File: src/osrm_pkg.sv
`timescale 1ns / 1ps
package osrm_pkg;

    localparam int DATA_W       = 32;
    localparam int CMD_W        = 2;
    localparam int STATUS_W     = 2;
    localparam int POS_W        = 4;
    localparam int COUNT_W      = 5;
    localparam int CAPACITY_DEF = 16;

    localparam logic [CMD_W-1:0] CMD_APPEND = 2'd0;
    localparam logic [CMD_W-1:0] CMD_REMOVE = 2'd1;
    localparam logic [CMD_W-1:0] CMD_SEARCH = 2'd2;

    localparam logic [STATUS_W-1:0] STAT_OK    = 2'd0;
    localparam logic [STATUS_W-1:0] STAT_FULL  = 2'd1;
    localparam logic [STATUS_W-1:0] STAT_EMPTY = 2'd2;
    localparam logic [STATUS_W-1:0] STAT_MISS  = 2'd3;

    typedef enum logic [1:0] {
        S_IDLE,
        S_SCAN,
        S_SHIFT,
        S_FINISH
    } t_state;

    typedef enum logic {
        CMP_LESS,
        CMP_EQUAL
    } t_cmp_mode;

endpackage

File: src/osrm_if.sv
`timescale 1ns / 1ps
interface osrm_in_if;
    logic                                  valid;
    logic                                  ready;
    logic [osrm_pkg::CMD_W-1:0]            cmd;
    logic signed [osrm_pkg::DATA_W-1:0]    value;

    modport source (output valid, output cmd, output value, input ready);
    modport sink   (input valid, input cmd, input value, output ready);
endinterface

interface osrm_out_if;
    logic                                  valid;
    logic                                  ready;
    logic [osrm_pkg::STATUS_W-1:0]         status;
    logic signed [osrm_pkg::DATA_W-1:0]    result_value;
    logic [osrm_pkg::POS_W-1:0]            position;
    logic [osrm_pkg::COUNT_W-1:0]          count;

    modport source (output valid, output status, output result_value, output position,
                    output count, input ready);
    modport sink   (input valid, input status, input result_value, input position,
                    input count, output ready);
endinterface

File: src/osrm_ram.sv
`timescale 1ns / 1ps
module osrm_ram #(
    parameter int WIDTH = osrm_pkg::DATA_W,
    parameter int DEPTH = osrm_pkg::CAPACITY_DEF
) (
    input  logic                     i_clk,
    input  logic                     i_we,
    input  logic [$clog2(DEPTH)-1:0] i_waddr,
    input  logic [WIDTH-1:0]         i_wdata,
    input  logic [$clog2(DEPTH)-1:0] i_raddr,
    output logic [WIDTH-1:0]         o_rdata
);

    logic [WIDTH-1:0] r_mem [DEPTH];
    logic [WIDTH-1:0] r_rdata;

    always_ff @(posedge i_clk) begin
        if (i_we) begin
            r_mem[i_waddr] <= i_wdata;
        end
        r_rdata <= r_mem[i_raddr];
    end

    assign o_rdata = r_rdata;

endmodule

File: src/osrm_cmp.sv
`timescale 1ns / 1ps
module osrm_cmp (
    input  osrm_pkg::t_cmp_mode                i_mode,
    input  logic signed [osrm_pkg::DATA_W-1:0] i_a,
    input  logic signed [osrm_pkg::DATA_W-1:0] i_b,
    output logic                               o_hit
);

    always_comb begin
        case (i_mode)
            osrm_pkg::CMP_LESS:  o_hit = (i_a < i_b);
            osrm_pkg::CMP_EQUAL: o_hit = (i_a == i_b);
            default:             o_hit = 1'b0;
        endcase
    end

endmodule

File: src/ordered_store_remove_min.sv
`timescale 1ns / 1ps
// Ordered store of up to CAPACITY signed 32-bit values in a single-port-read RAM, one
// command at a time, one result per command. Append and the full/empty/unused-code
// cases go from the transfer straight to S_FINISH, which loads the output register.
// Search walks the entries from the head through one shared comparator, one entry a
// cycle, and stops at the first match. Remove-min scans all count entries, then moves
// each entry after the minimum down one place through the same read port. The input
// is not ready while a command is in progress; a finished result sits in an output
// register and the next command may be taken while it waits.
module ordered_store_remove_min #(
    parameter int CAPACITY = osrm_pkg::CAPACITY_DEF
) (
    input  logic              i_clk,
    input  logic              i_rst_n,
    osrm_in_if.sink           i_req,
    osrm_out_if.source        o_rsp
);

    localparam int AW = $clog2(CAPACITY);
    localparam int CW = $clog2(CAPACITY + 1);

    osrm_pkg::t_state r_state, n_state;

    logic [CW-1:0]                        r_count, n_count;
    logic [CW-1:0]                        r_idx, n_idx;
    logic                                 r_pend, n_pend;
    logic [AW-1:0]                        r_pend_idx, n_pend_idx;
    logic [osrm_pkg::CMD_W-1:0]           r_cmd, n_cmd;
    logic signed [osrm_pkg::DATA_W-1:0]   r_key, n_key;
    logic signed [osrm_pkg::DATA_W-1:0]   r_best_val, n_best_val;
    logic [AW-1:0]                        r_best_idx, n_best_idx;
    logic [osrm_pkg::STATUS_W-1:0]        r_status, n_status;
    logic signed [osrm_pkg::DATA_W-1:0]   r_res, n_res;
    logic [osrm_pkg::POS_W-1:0]           r_pos, n_pos;

    logic                                 r_out_valid, n_out_valid;
    logic [osrm_pkg::STATUS_W-1:0]        r_o_status, n_o_status;
    logic signed [osrm_pkg::DATA_W-1:0]   r_o_res, n_o_res;
    logic [osrm_pkg::POS_W-1:0]           r_o_pos, n_o_pos;
    logic [osrm_pkg::COUNT_W-1:0]         r_o_count, n_o_count;

    logic                                 mem_we;
    logic [AW-1:0]                        mem_waddr;
    logic [osrm_pkg::DATA_W-1:0]          mem_wdata;
    logic [osrm_pkg::DATA_W-1:0]          mem_rdata;

    osrm_pkg::t_cmp_mode                  cmp_mode;
    logic signed [osrm_pkg::DATA_W-1:0]   cmp_b;
    logic                                 cmp_hit;

    logic                                 in_xfer;
    logic                                 issue;
    logic                                 walk_done;
    logic                                 search_hit;
    logic                                 out_free;

    osrm_ram #(
        .WIDTH (osrm_pkg::DATA_W),
        .DEPTH (CAPACITY)
    ) u_ram (
        .i_clk   (i_clk),
        .i_we    (mem_we),
        .i_waddr (mem_waddr),
        .i_wdata (mem_wdata),
        .i_raddr (r_idx[AW-1:0]),
        .o_rdata (mem_rdata)
    );

    osrm_cmp u_cmp (
        .i_mode (cmp_mode),
        .i_a    (mem_rdata),
        .i_b    (cmp_b),
        .o_hit  (cmp_hit)
    );

    assign i_req.ready = (r_state == osrm_pkg::S_IDLE);
    assign in_xfer     = i_req.valid && i_req.ready;
    assign issue       = (r_idx < r_count);
    assign walk_done   = !issue && !r_pend;
    assign cmp_mode    = (r_cmd == osrm_pkg::CMD_SEARCH) ? osrm_pkg::CMP_EQUAL
                                                         : osrm_pkg::CMP_LESS;
    assign cmp_b       = (r_cmd == osrm_pkg::CMD_SEARCH) ? r_key : r_best_val;
    assign search_hit  = r_pend && cmp_hit && (r_cmd == osrm_pkg::CMD_SEARCH);
    assign out_free    = !r_out_valid || o_rsp.ready;

    assign o_rsp.valid        = r_out_valid;
    assign o_rsp.status       = r_o_status;
    assign o_rsp.result_value = r_o_res;
    assign o_rsp.position     = r_o_pos;
    assign o_rsp.count        = r_o_count;

    // next state
    always_comb begin
        n_state = r_state;
        case (r_state)
            osrm_pkg::S_IDLE: begin
                if (in_xfer) begin
                    if ((i_req.cmd inside {osrm_pkg::CMD_REMOVE, osrm_pkg::CMD_SEARCH})
                        && r_count != '0) begin
                        n_state = osrm_pkg::S_SCAN;
                    end else begin
                        n_state = osrm_pkg::S_FINISH;
                    end
                end
            end
            osrm_pkg::S_SCAN: begin
                if (search_hit) begin
                    n_state = osrm_pkg::S_FINISH;
                end else if (walk_done) begin
                    n_state = (r_cmd == osrm_pkg::CMD_REMOVE) ? osrm_pkg::S_SHIFT
                                                              : osrm_pkg::S_FINISH;
                end
            end
            osrm_pkg::S_SHIFT: begin
                if (walk_done) begin
                    n_state = osrm_pkg::S_FINISH;
                end
            end
            osrm_pkg::S_FINISH: begin
                if (out_free) begin
                    n_state = osrm_pkg::S_IDLE;
                end
            end
            default: n_state = osrm_pkg::S_IDLE;
        endcase
    end

    // datapath and memory controls
    always_comb begin
        n_count     = r_count;
        n_idx       = r_idx;
        n_pend      = 1'b0;
        n_pend_idx  = r_idx[AW-1:0];
        n_cmd       = r_cmd;
        n_key       = r_key;
        n_best_val  = r_best_val;
        n_best_idx  = r_best_idx;
        n_status    = r_status;
        n_res       = r_res;
        n_pos       = r_pos;
        n_out_valid = r_out_valid && !o_rsp.ready;
        n_o_status  = r_o_status;
        n_o_res     = r_o_res;
        n_o_pos     = r_o_pos;
        n_o_count   = r_o_count;
        mem_we      = 1'b0;
        mem_waddr   = r_count[AW-1:0];
        mem_wdata   = i_req.value;

        case (r_state)
            osrm_pkg::S_IDLE: begin
                if (in_xfer) begin
                    n_cmd    = i_req.cmd;
                    n_key    = i_req.value;
                    n_idx    = '0;
                    n_status = osrm_pkg::STAT_OK;
                    n_res    = '0;
                    n_pos    = '0;
                    case (i_req.cmd)
                        osrm_pkg::CMD_APPEND: begin
                            if (r_count == CW'(CAPACITY)) begin
                                n_status = osrm_pkg::STAT_FULL;
                            end else begin
                                mem_we  = 1'b1;
                                n_count = r_count + CW'(1);
                            end
                        end
                        osrm_pkg::CMD_REMOVE: begin
                            if (r_count == '0) begin
                                n_status = osrm_pkg::STAT_EMPTY;
                            end
                        end
                        osrm_pkg::CMD_SEARCH: begin
                            if (r_count == '0) begin
                                n_status = osrm_pkg::STAT_MISS;
                            end
                        end
                        default: ;
                    endcase
                end
            end
            osrm_pkg::S_SCAN: begin
                if (issue) begin
                    n_pend = 1'b1;
                    n_idx  = r_idx + CW'(1);
                end
                if (r_pend && r_cmd == osrm_pkg::CMD_REMOVE
                    && (r_pend_idx == '0 || cmp_hit)) begin
                    n_best_val = mem_rdata;
                    n_best_idx = r_pend_idx;
                end
                if (search_hit) begin
                    n_pos  = osrm_pkg::POS_W'(r_pend_idx);
                    n_pend = 1'b0;
                end else if (walk_done) begin
                    if (r_cmd == osrm_pkg::CMD_REMOVE) begin
                        n_res = r_best_val;
                        n_idx = CW'(r_best_idx) + CW'(1);
                    end else begin
                        n_status = osrm_pkg::STAT_MISS;
                    end
                end
            end
            osrm_pkg::S_SHIFT: begin
                if (issue) begin
                    n_pend = 1'b1;
                    n_idx  = r_idx + CW'(1);
                end
                if (r_pend) begin
                    mem_we    = 1'b1;
                    mem_waddr = r_pend_idx - AW'(1);
                    mem_wdata = mem_rdata;
                end
                if (walk_done) begin
                    n_count = r_count - CW'(1);
                end
            end
            osrm_pkg::S_FINISH: begin
                if (out_free) begin
                    n_out_valid = 1'b1;
                    n_o_status  = r_status;
                    n_o_res     = r_res;
                    n_o_pos     = r_pos;
                    n_o_count   = osrm_pkg::COUNT_W'(r_count);
                end
            end
            default: ;
        endcase
    end

    always_ff @(posedge i_clk) begin
        if (!i_rst_n) begin
            r_state     <= osrm_pkg::S_IDLE;
            r_count     <= '0;
            r_idx       <= '0;
            r_pend      <= 1'b0;
            r_out_valid <= 1'b0;
        end else begin
            r_state     <= n_state;
            r_count     <= n_count;
            r_idx       <= n_idx;
            r_pend      <= n_pend;
            r_out_valid <= n_out_valid;
        end
        r_pend_idx <= n_pend_idx;
        r_cmd      <= n_cmd;
        r_key      <= n_key;
        r_best_val <= n_best_val;
        r_best_idx <= n_best_idx;
        r_status   <= n_status;
        r_res      <= n_res;
        r_pos      <= n_pos;
        r_o_status <= n_o_status;
        r_o_res    <= n_o_res;
        r_o_pos    <= n_o_pos;
        r_o_count  <= n_o_count;
    end

endmodule
File: src/flat_wrapper.sv
// flat-port wrapper written by rule: the top's interface ports become plain ports
module ordered_store_remove_min_flat 
#(
    parameter int CAPACITY = osrm_pkg::CAPACITY_DEF
)
  (i_clk, i_rst_n, i_req_valid, i_req_cmd, i_req_value, i_req_ready, o_rsp_valid, o_rsp_status, o_rsp_result_value, o_rsp_position, o_rsp_count, o_rsp_ready);
  osrm_in_if i_req_i ();
  osrm_out_if o_rsp_i ();
  input  logic i_clk;
  input  logic i_rst_n;
  input wire logic [$bits(i_req_i.valid)-1:0] i_req_valid;
  input wire logic [$bits(i_req_i.cmd)-1:0] i_req_cmd;
  input wire logic [$bits(i_req_i.value)-1:0] i_req_value;
  output wire logic [$bits(i_req_i.ready)-1:0] i_req_ready;
  output wire logic [$bits(o_rsp_i.valid)-1:0] o_rsp_valid;
  output wire logic [$bits(o_rsp_i.status)-1:0] o_rsp_status;
  output wire logic [$bits(o_rsp_i.result_value)-1:0] o_rsp_result_value;
  output wire logic [$bits(o_rsp_i.position)-1:0] o_rsp_position;
  output wire logic [$bits(o_rsp_i.count)-1:0] o_rsp_count;
  input wire logic [$bits(o_rsp_i.ready)-1:0] o_rsp_ready;
  assign i_req_i.valid = i_req_valid;
  assign i_req_i.cmd = i_req_cmd;
  assign i_req_i.value = i_req_value;
  assign i_req_ready = i_req_i.ready;
  assign o_rsp_valid = o_rsp_i.valid;
  assign o_rsp_status = o_rsp_i.status;
  assign o_rsp_result_value = o_rsp_i.result_value;
  assign o_rsp_position = o_rsp_i.position;
  assign o_rsp_count = o_rsp_i.count;
  assign o_rsp_i.ready = o_rsp_ready;
  ordered_store_remove_min #(.CAPACITY(CAPACITY)) u_core (.i_clk(i_clk), .i_rst_n(i_rst_n), .i_req(i_req_i), .o_rsp(o_rsp_i));
endmodule
File: config.mk
export PLATFORM = sky130hd
export DESIGN_NAME = ordered_store_remove_min_flat
export DESIGN_NICKNAME = d
export VERILOG_FILES = /design/src/osrm_pkg.sv /design/src/osrm_if.sv /design/src/osrm_ram.sv /design/src/osrm_cmp.sv /design/src/ordered_store_remove_min.sv /design/src/flat_wrapper.sv
export SDC_FILE = /design/constraint.sdc
export NUM_CORES = 1
export LEC_CHECK = 0
export CAP_MARGIN = 15
export CORE_MARGIN = 2
export CORE_UTILIZATION = 40
export DETAILED_ROUTE_END_ITERATION = 16
export DONT_BUFFER_PORTS = 1
export SETUP_SLACK_MARGIN = 0.05
export SYNTH_ARGS = -nofsm -noshare
export SYNTH_HDL_FRONTEND = slang
export SYNTH_SLANG_ARGS = --single-unit
File: constraint.sdc
create_clock -name i_clk -period 15.95 [get_ports i_clk]
set_input_delay 1.595 -clock i_clk [delete_from_list [all_inputs] [get_ports i_clk]]
set_output_delay 1.595 -clock i_clk [all_outputs]
set_load 0.01 [all_outputs]
### Word-level counts from Yosys, hierarchy flattened

Memories as Yosys holds them, arrays and structs flattened. A register that Yosys moved wholly into a read port is not among the register bits.
Index checks and enable logic that the tools add are counted.

| operators by class | value |
|---|---|
| $add $sub $neg | 5 |
| order comparisons | 2 |
| equality and inequality tests | 20 |
| mux-type cells | 55 |
| bitwise operators | 1 |
| reduce and logical (&&, ||, !) cells | 32 |

Operator list:

| cell | count |
|---|---|
| $mux 32 | 7 |
| $pmux 32 s2 | 1 |
| $mux 5 | 9 |
| $eq 32x32->1 | 1 |
| $lt 32x32->1 | 1 |
| $mux 2 | 12 |
| $mux 4 | 4 |
| $pmux 5 s3 | 1 |
| $reduce_and 5->1 | 3 |
| $mux 1 | 13 |
| $add 5x1->5 const B | 2 |
| $ne 2x1->1 const B | 5 |
| $ne 2x2->1 const B | 5 |
| $pmux 5 s2 | 1 |
| $eq 2x2->1 const B | 4 |
| $logic_and 1x1->1 | 8 |
| $pmux 2 s4 | 1 |
| $pmux 4 s2 | 1 |
| $reduce_and 2->1 | 4 |
| $eq 2x1->1 const B | 3 |
| $pmux 1 s2 | 3 |
| $pmux 2 s3 | 1 |
| $reduce_bool 2->1 | 3 |
| $add 4x1->5 const B | 1 |
| other kinds (16) | 21 |

| word-level totals | value |
|---|---|
| register bits after elaboration | 169 |
| bits in writable memories | 512 |
| input port bits | 38 |
| output and inout bits | 45 |
| word-level logic and storage cells | 133 |
| memories kept | 1 |

Memories:

| name | depth | bits a word | rd ports | clocked after memory_dff | write ports | RTL line | source |
|---|---|---|---|---|---|---|---|
| u_core.u_ram.r_mem | 16 | 32 | 1 | 1 | 1 | osrm_ram.sv:14 | `logic [WIDTH-1:0] r_mem [DEPTH];` |

### Logic depth before layout (Yosys ltp)

| logic depth | value |
|---|---|
| depth in word-level cells | 8 |
| depth in mapped cells | 11 |
| depth with buffers taken out | 10 |

### Hierarchy

A second synthesis with hierarchy kept.

| second synthesis, totals | value |
|---|---|
| cell total of the unflattened synthesis | 1435 |
| area total of the unflattened synthesis | 27859.2 um^2 |

Modules (own cells, without submodules):

| module | times used | cells an instance | area each (um^2) | sequential area each (um^2) |
|---|---|---|---|---|
| osrm_ram | 1 | 838 | 19835.3 | 16015.4 |
| ordered_store_remove_min | 1 | 478 | 7203.2 | 4894.7 |
| osrm_cmp | 1 | 119 | 820.8 | 0.0 |

### Worst setup path after synthesis

OpenSTA, ideal clock, no wires.

| timing | value |
|---|---|
| kind | reg2reg |
| from | reg u_core.r_cmd[1] (netlist name) |
| to | reg u_core.r_best_idx[0], enable pin |
| setup time | 0.451 ns |
| arrival time | 4.593 ns |
| data required time | 15.499 ns |
| slack | 10.906 ns |
| stages on the path, launching flop included | 12 |
| buffers on the path | 2 |
| period minus slack after synthesis | 5.044 ns |
| cells stage by stage | edfxtp_1 nand2b_1 clkbuf_1 clkbuf_1 mux2i_1 ha_1 nand4_1 nor2_1 a221o_1 a211o_1 a41o_1 a31oi_1 |

| on the way | value |
|---|---|
| cells in the longest elaborated chain, start to end | 7 |
| elaborated cells on any way between the ends | 12 |
| those cells by class | order compare (1); eq/ne (3); mux (3); bitwise (1); reduce/logical (4) |

RTL lines:

| element | RTL line | source |
|---|---|---|
| from (decl) | ordered_store_remove_min.sv:28 | `logic [osrm_pkg::CMD_W-1:0] r_cmd, n_cmd;` |
| from (signal assigned) | ordered_store_remove_min.sv:246 | `r_cmd <= n_cmd;` |
| $eq 2x2->1 | ordered_store_remove_min.sv:80, ordered_store_remove_min.sv:82 |  |
| $mux 32 or $mux 1 (tied branches) | ordered_store_remove_min.sv:82, ordered_store_remove_min.sv:80 |  |
| $lt 32x32->1 (tied with other cells) | osrm_cmp.sv:11 | `osrm_pkg::CMP_LESS: o_hit = (i_a < i_b);` |
| $pmux 1 s2 | osrm_cmp.sv:10 | `case (i_mode)` |
| $logic_or 1x1->1 | ordered_store_remove_min.sv:188 | `&& (r_pend_idx == '0 \|\| cmp_hit)) begin` |
| $logic_and 1x1->1 (*) | ordered_store_remove_min.sv:188 |  |
| $reduce_and 2->1 (no line) (*) | - |  |
| to (signal assigned) | ordered_store_remove_min.sv:249 | `r_best_idx <= n_best_idx;` |
| to (decl) | ordered_store_remove_min.sv:31 | `logic [AW-1:0] r_best_idx, n_best_idx;` |

Every way passes the cells marked *; elsewhere a longest branch is shown, timed or not.
A chain may end at the register's enable or synchronous reset.

### Worst setup path in the final report

| timing | value |
|---|---|
| from | reg u_core.r_cmd[0] (netlist name) |
| to | reg u_core.r_best_val[24] (netlist name), enable pin |

| on the way | value |
|---|---|
| cells in the longest elaborated chain, start to end | 7 |
| elaborated cells on any way between the ends | 12 |
| those cells by class | order compare (1); eq/ne (3); mux (3); bitwise (1); reduce/logical (4) |

RTL lines:

| element | RTL line | source |
|---|---|---|
| $eq 2x2->1 | ordered_store_remove_min.sv:80, ordered_store_remove_min.sv:82 |  |
| $mux 32 or $mux 1 (tied branches) | ordered_store_remove_min.sv:82, ordered_store_remove_min.sv:80 |  |
| $lt 32x32->1 (tied with other cells) | osrm_cmp.sv:11 |  |
| $pmux 1 s2 | osrm_cmp.sv:10 |  |
| $logic_or 1x1->1 | ordered_store_remove_min.sv:188 |  |
| $logic_and 1x1->1 (*) | ordered_store_remove_min.sv:188 |  |
| $reduce_and 2->1 (no line) (*) | - |  |
| to (signal assigned) | ordered_store_remove_min.sv:248 | `r_best_val <= n_best_val;` |
| to (decl) | ordered_store_remove_min.sv:30 | `logic signed [osrm_pkg::DATA_W-1:0] r_best_val, n_best_val;` |

Marked as above.

==> results.md <==
Run status
- **result of the run** finished clean

STA
- **RSZ-0062 raised after global routing** no
- **final hold viol count** 0
- **fin crit period** 4.28 ns
- **number of setup violations in the final report** 0
- **Fin Hold WS** 0.417 ns
- **final number of max-transition violations** 0
- **Slew Limit Headroom** 24.8%
- **period utilisation layout** 26.8%
- **maximum operating frequency** 234 MHz
- **final sum of negative setup slack** 0 ns
- **worst-case clock skew** 0.0264 ns
- **actual transition at the worst max-transition pin** 1.13 ns

Final layout
- **fin area** 31300 µm²
- **share of post-route cells with drive strength above 1** 25.3%
- **synthesis-to-layout area growth** 13.1%
- **Diodes inserted** 0
- **layout net count** 1454
- **final-layout fill cell count** 5703

Yosys
- **distinct cell type count after synthesis** 58
- **portion of the post-synthesis area used by sequential elements** 75.6%
- **post-synthesis cell type with the largest combined area** edfxtp_1
- **Synth area leaders** edfxtp_1 (72%), mux4_2 (13%), dfxtp_1 (3.6%)
- **share of async-settable or async-resettable flops after synthesis** 0%
- **number of nets produced by synthesis** 1399
- **most used standard cells in the synthesized netlist** edfxtp_1 (663), mux4_2 (160), dfxtp_1 (50), ha_1 (50), nor2_1 (41)
- **Syn Std Cell Area** 27700 µm²
- **most used standard cell by instance count after synthesis** edfxtp_1
- **number of flip-flops and latches in the synthesized netlist** 713
- **Post-Synthesis Mean Instance Area** 21.1 µm²
- **Yosys warning count** 0
- **cell count after synthesis** 1310
- **Yosys top cell area share** 72.0%
- **Primary FF master, synth** edfxtp_1
- **Post-synth EDFFs** 663

Worst setup path
- **logic depth of the worst register-to-register path** 11
- **Startpoint Class** flop
- **critical path's largest stage delay** 0.54 ns
- **r2r startpoint** u_core.r_cmd[0]
- **CP endpoint** u_core.r_best_val[24]
- **category of the worst setup path capture point** flop
- **cell type of the slowest stage on the worst timing path** buf_4
- **cell repeated most along the worst path** buf_4
- **beginning of the critical path** u_core.r_cmd[0]
- **series of cell instances along the critical path** nand2b_2 > buf_4 > mux2i_1 > ha_1 > nand4_1 > nor2_1 > a221o_1 > a211o_1 > a41o_1 > a31oi_4 > buf_4
- **Data required, critical path** 16.19 ns
- **capture instance of the worst register-to-register path** u_core.r_best_val[24]
- **Crit Path Category** flop to flop
- **reg-to-reg slack, setup** 11.67 ns
- **data arrival time at the worst-slack endpoint** 4.52 ns
- **CP max FO** 33

Floorplan
- **Die Span Y** 267 µm
- **full die area** 71200 µm²
- **Cell Rows** 96
- **Top-Level Pins** 83
- **overall die width** 267 µm
- **area inside the core boundary** 68500 µm²
- **starting density of the core** 40.4%

Flow run
- **Maximum Capacitance Violations** 0

Detailed routing
- **Routed Wire Length** 61500 µm
- **DRC marker count from the first detailed-route iteration** 1330
- **TritonRoute pass-1 iters** 5
- **via count normalized by instance count** 5.59
- **WL/cell** 26.7 µm
- **post-route ant nets** 0
- **total number of vias** 12900
- **total DRC errors in the routed layout** 0

Clocking
- **Post-CTS Setup Bufs** 0
- **number of resized instances in the post-cts repair step** 0
- **number of H-tree branching levels** 3
- **TritonCTS sink count** 713
- **clk buf depth** 3
- **number of buffers inserted by hold repair at cts** 0
- **latest clock arrival within the worst-skew pair** 0.62 ns
- **cell at the root of the clock tree** clkbuf_16
- **CTS tree** yes
- **CTS clk-pin slew, worst paths** 0.06 ns
- **number of buffers inserted during clock tree synthesis** 74

Global routing
- **first-pass GRT wire length** 91200 µm
- **largest net degree at the start of global routing** 49
- **global route total overflow** 0
- **initial antenna violation count** 8
- **Global Route Usage Sum** 17.8%
- **via count of the first global-routing pass** 13600

Placement
- **Port-buffer cells** 0
- **cell area after placement** 28900 µm²
- **routability congestion estimate** 0.807
- **half-perimeter wire length after detailed placement** 36200 µm

Worst hold path
- **Hold Path Class** flop to flop

Pwr
- **leakage power** 0.00999 µW
- **Design Power** 4580 µW
- **worst voltage drop across the vdd grid** 88.0 µV
- **P per Cell Area** 146 nW/µm²

## routing by layer
| layer | global-route usage (%) | routed length [µm] | vias up |
|---|---|---|---|
| li1 | - | - | 5513 |
| met1 | 24.1 | 26000 | 6849 |
| met2 | 28.6 | 30000 | 407 |
| met3 | 3.95 | 3860 | 111 |
| met4 | 5.82 | 1720 | 6 |
| met5 | 0 | 41 | - |
## state kept, by name, summed over array words and instances (netlist names), 5 cells and up
register	count
u_core.r_key	32
u_core.u_ram.r_mem	512
u_core.r_best_val	32
u_core.r_idx	5
u_core.r_res	32
u_core.u_ram.o_rdata	32
u_core.r_count	5
u_core.o_rsp.count	5
u_core.o_rsp.result_value	32
## layout by cell type, fill, tap and decap left out, types with 7 or more instances in the layout
master / n
mux2_2: 32
inv_1: 23
clkinv_2: 13
o21ai_0: 13
edfxtp_1: 663
mux4_2: 160
clkbuf_16: 76
nand4_1: 9
ha_1: 49
nand3_1: 7
clkbuf_1: 16
clkinv_1: 9
and2_1: 36
dfxtp_1: 47
nor2_1: 25
mux2i_1: 36
a21oi_1: 26
buf_4: 29
xnor2_1: 7
nand2_1: 28
nor2_4: 16
## per-stage QoR
step | std cells | util (%) | setup slack, ns
floorplan | 1310 | - | 10.91
global placement | 2171 | 42.2 | 11.63
detailed placement | 2171 | 42.2 | 11.51
CTS | 2305 | 45.7 | 11.65
global route | 2305 | 45.7 | 11.41
finish | 2305 | 45.7 | 11.67
## worst min-delay path by stage
stage | startpoint | to | slack (ns) | depth (start not counted)
4_1_cts | u_core.r_res[16] | u_core.o_rsp.result_value[16] | 0.42 | 0
5_1_grt | u_core.r_res[4] | u_core.o_rsp.result_value[4] | 0.43 | 0
2_1_floorplan | u_core.r_idx[0] | u_core.r_pend_idx[0] | 0.35 | 0
3_3_place_gp | u_core.r_res[13] | u_core.o_rsp.result_value[13] | 0.41 | 0
6_report | u_core.r_res[4] | u_core.o_rsp.result_value[4] | 0.42 | 0
3_5_place_dp | u_core.r_res[4] | u_core.o_rsp.result_value[4] | 0.40 | 0
## final cells by class
cell class / instances / area (µm²) / share of cell area (%)
Inverter: 24 / 90.1 / 0.288
Clock inverter: 37 / 350 / 1.12
Sequential cell: 713 / 20900 / 66.9
Timing Repair Buffer: 29 / 218 / 0.696
Multi-Input combinational cell: 523 / 6550 / 20.9
Clock buffer: 97 / 2030 / 6.50
Tap cell: 882 / 1100 / 3.53
## power breakdown
group	leakage, µW	total, µW	switching [µW]	internal, µW
Clock	0.00116	1700	712	983
Combinational	0.00239	565	356	210
Sequential	0.00644	2320	80.5	2230
Total	0.00999	4580	1150	3430
## critical path: cells and delay by family (launching register included)
| kind | cells | cell delay, ns |
|---|---|---|
| AOI/OAI and AO/OA | 4 | 1.22 |
| DFF | 1 | 0.38 |
| and+or+nand+nor | 3 | 0.55 |
| adders and majority gates | 1 | 0.34 |
| muxes | 1 | 0.30 |
| buffers and inverters | 2 | 1.08 |
## cell families after synthesis
family                   after synthesis  synth area share [%]
buffers and inverters                 74                  1.28
adder cells (fa/ha/maj)               51                  2.33
XOR/XNOR                               9                 0.285
multiplexers                         228                  15.6
flip-flops                           713                  75.6
AND/OR/NAND/NOR                      151                  2.80
AO/OA/AOI/OAI                         84                  2.04
Power figures use the tool's default switching activity.
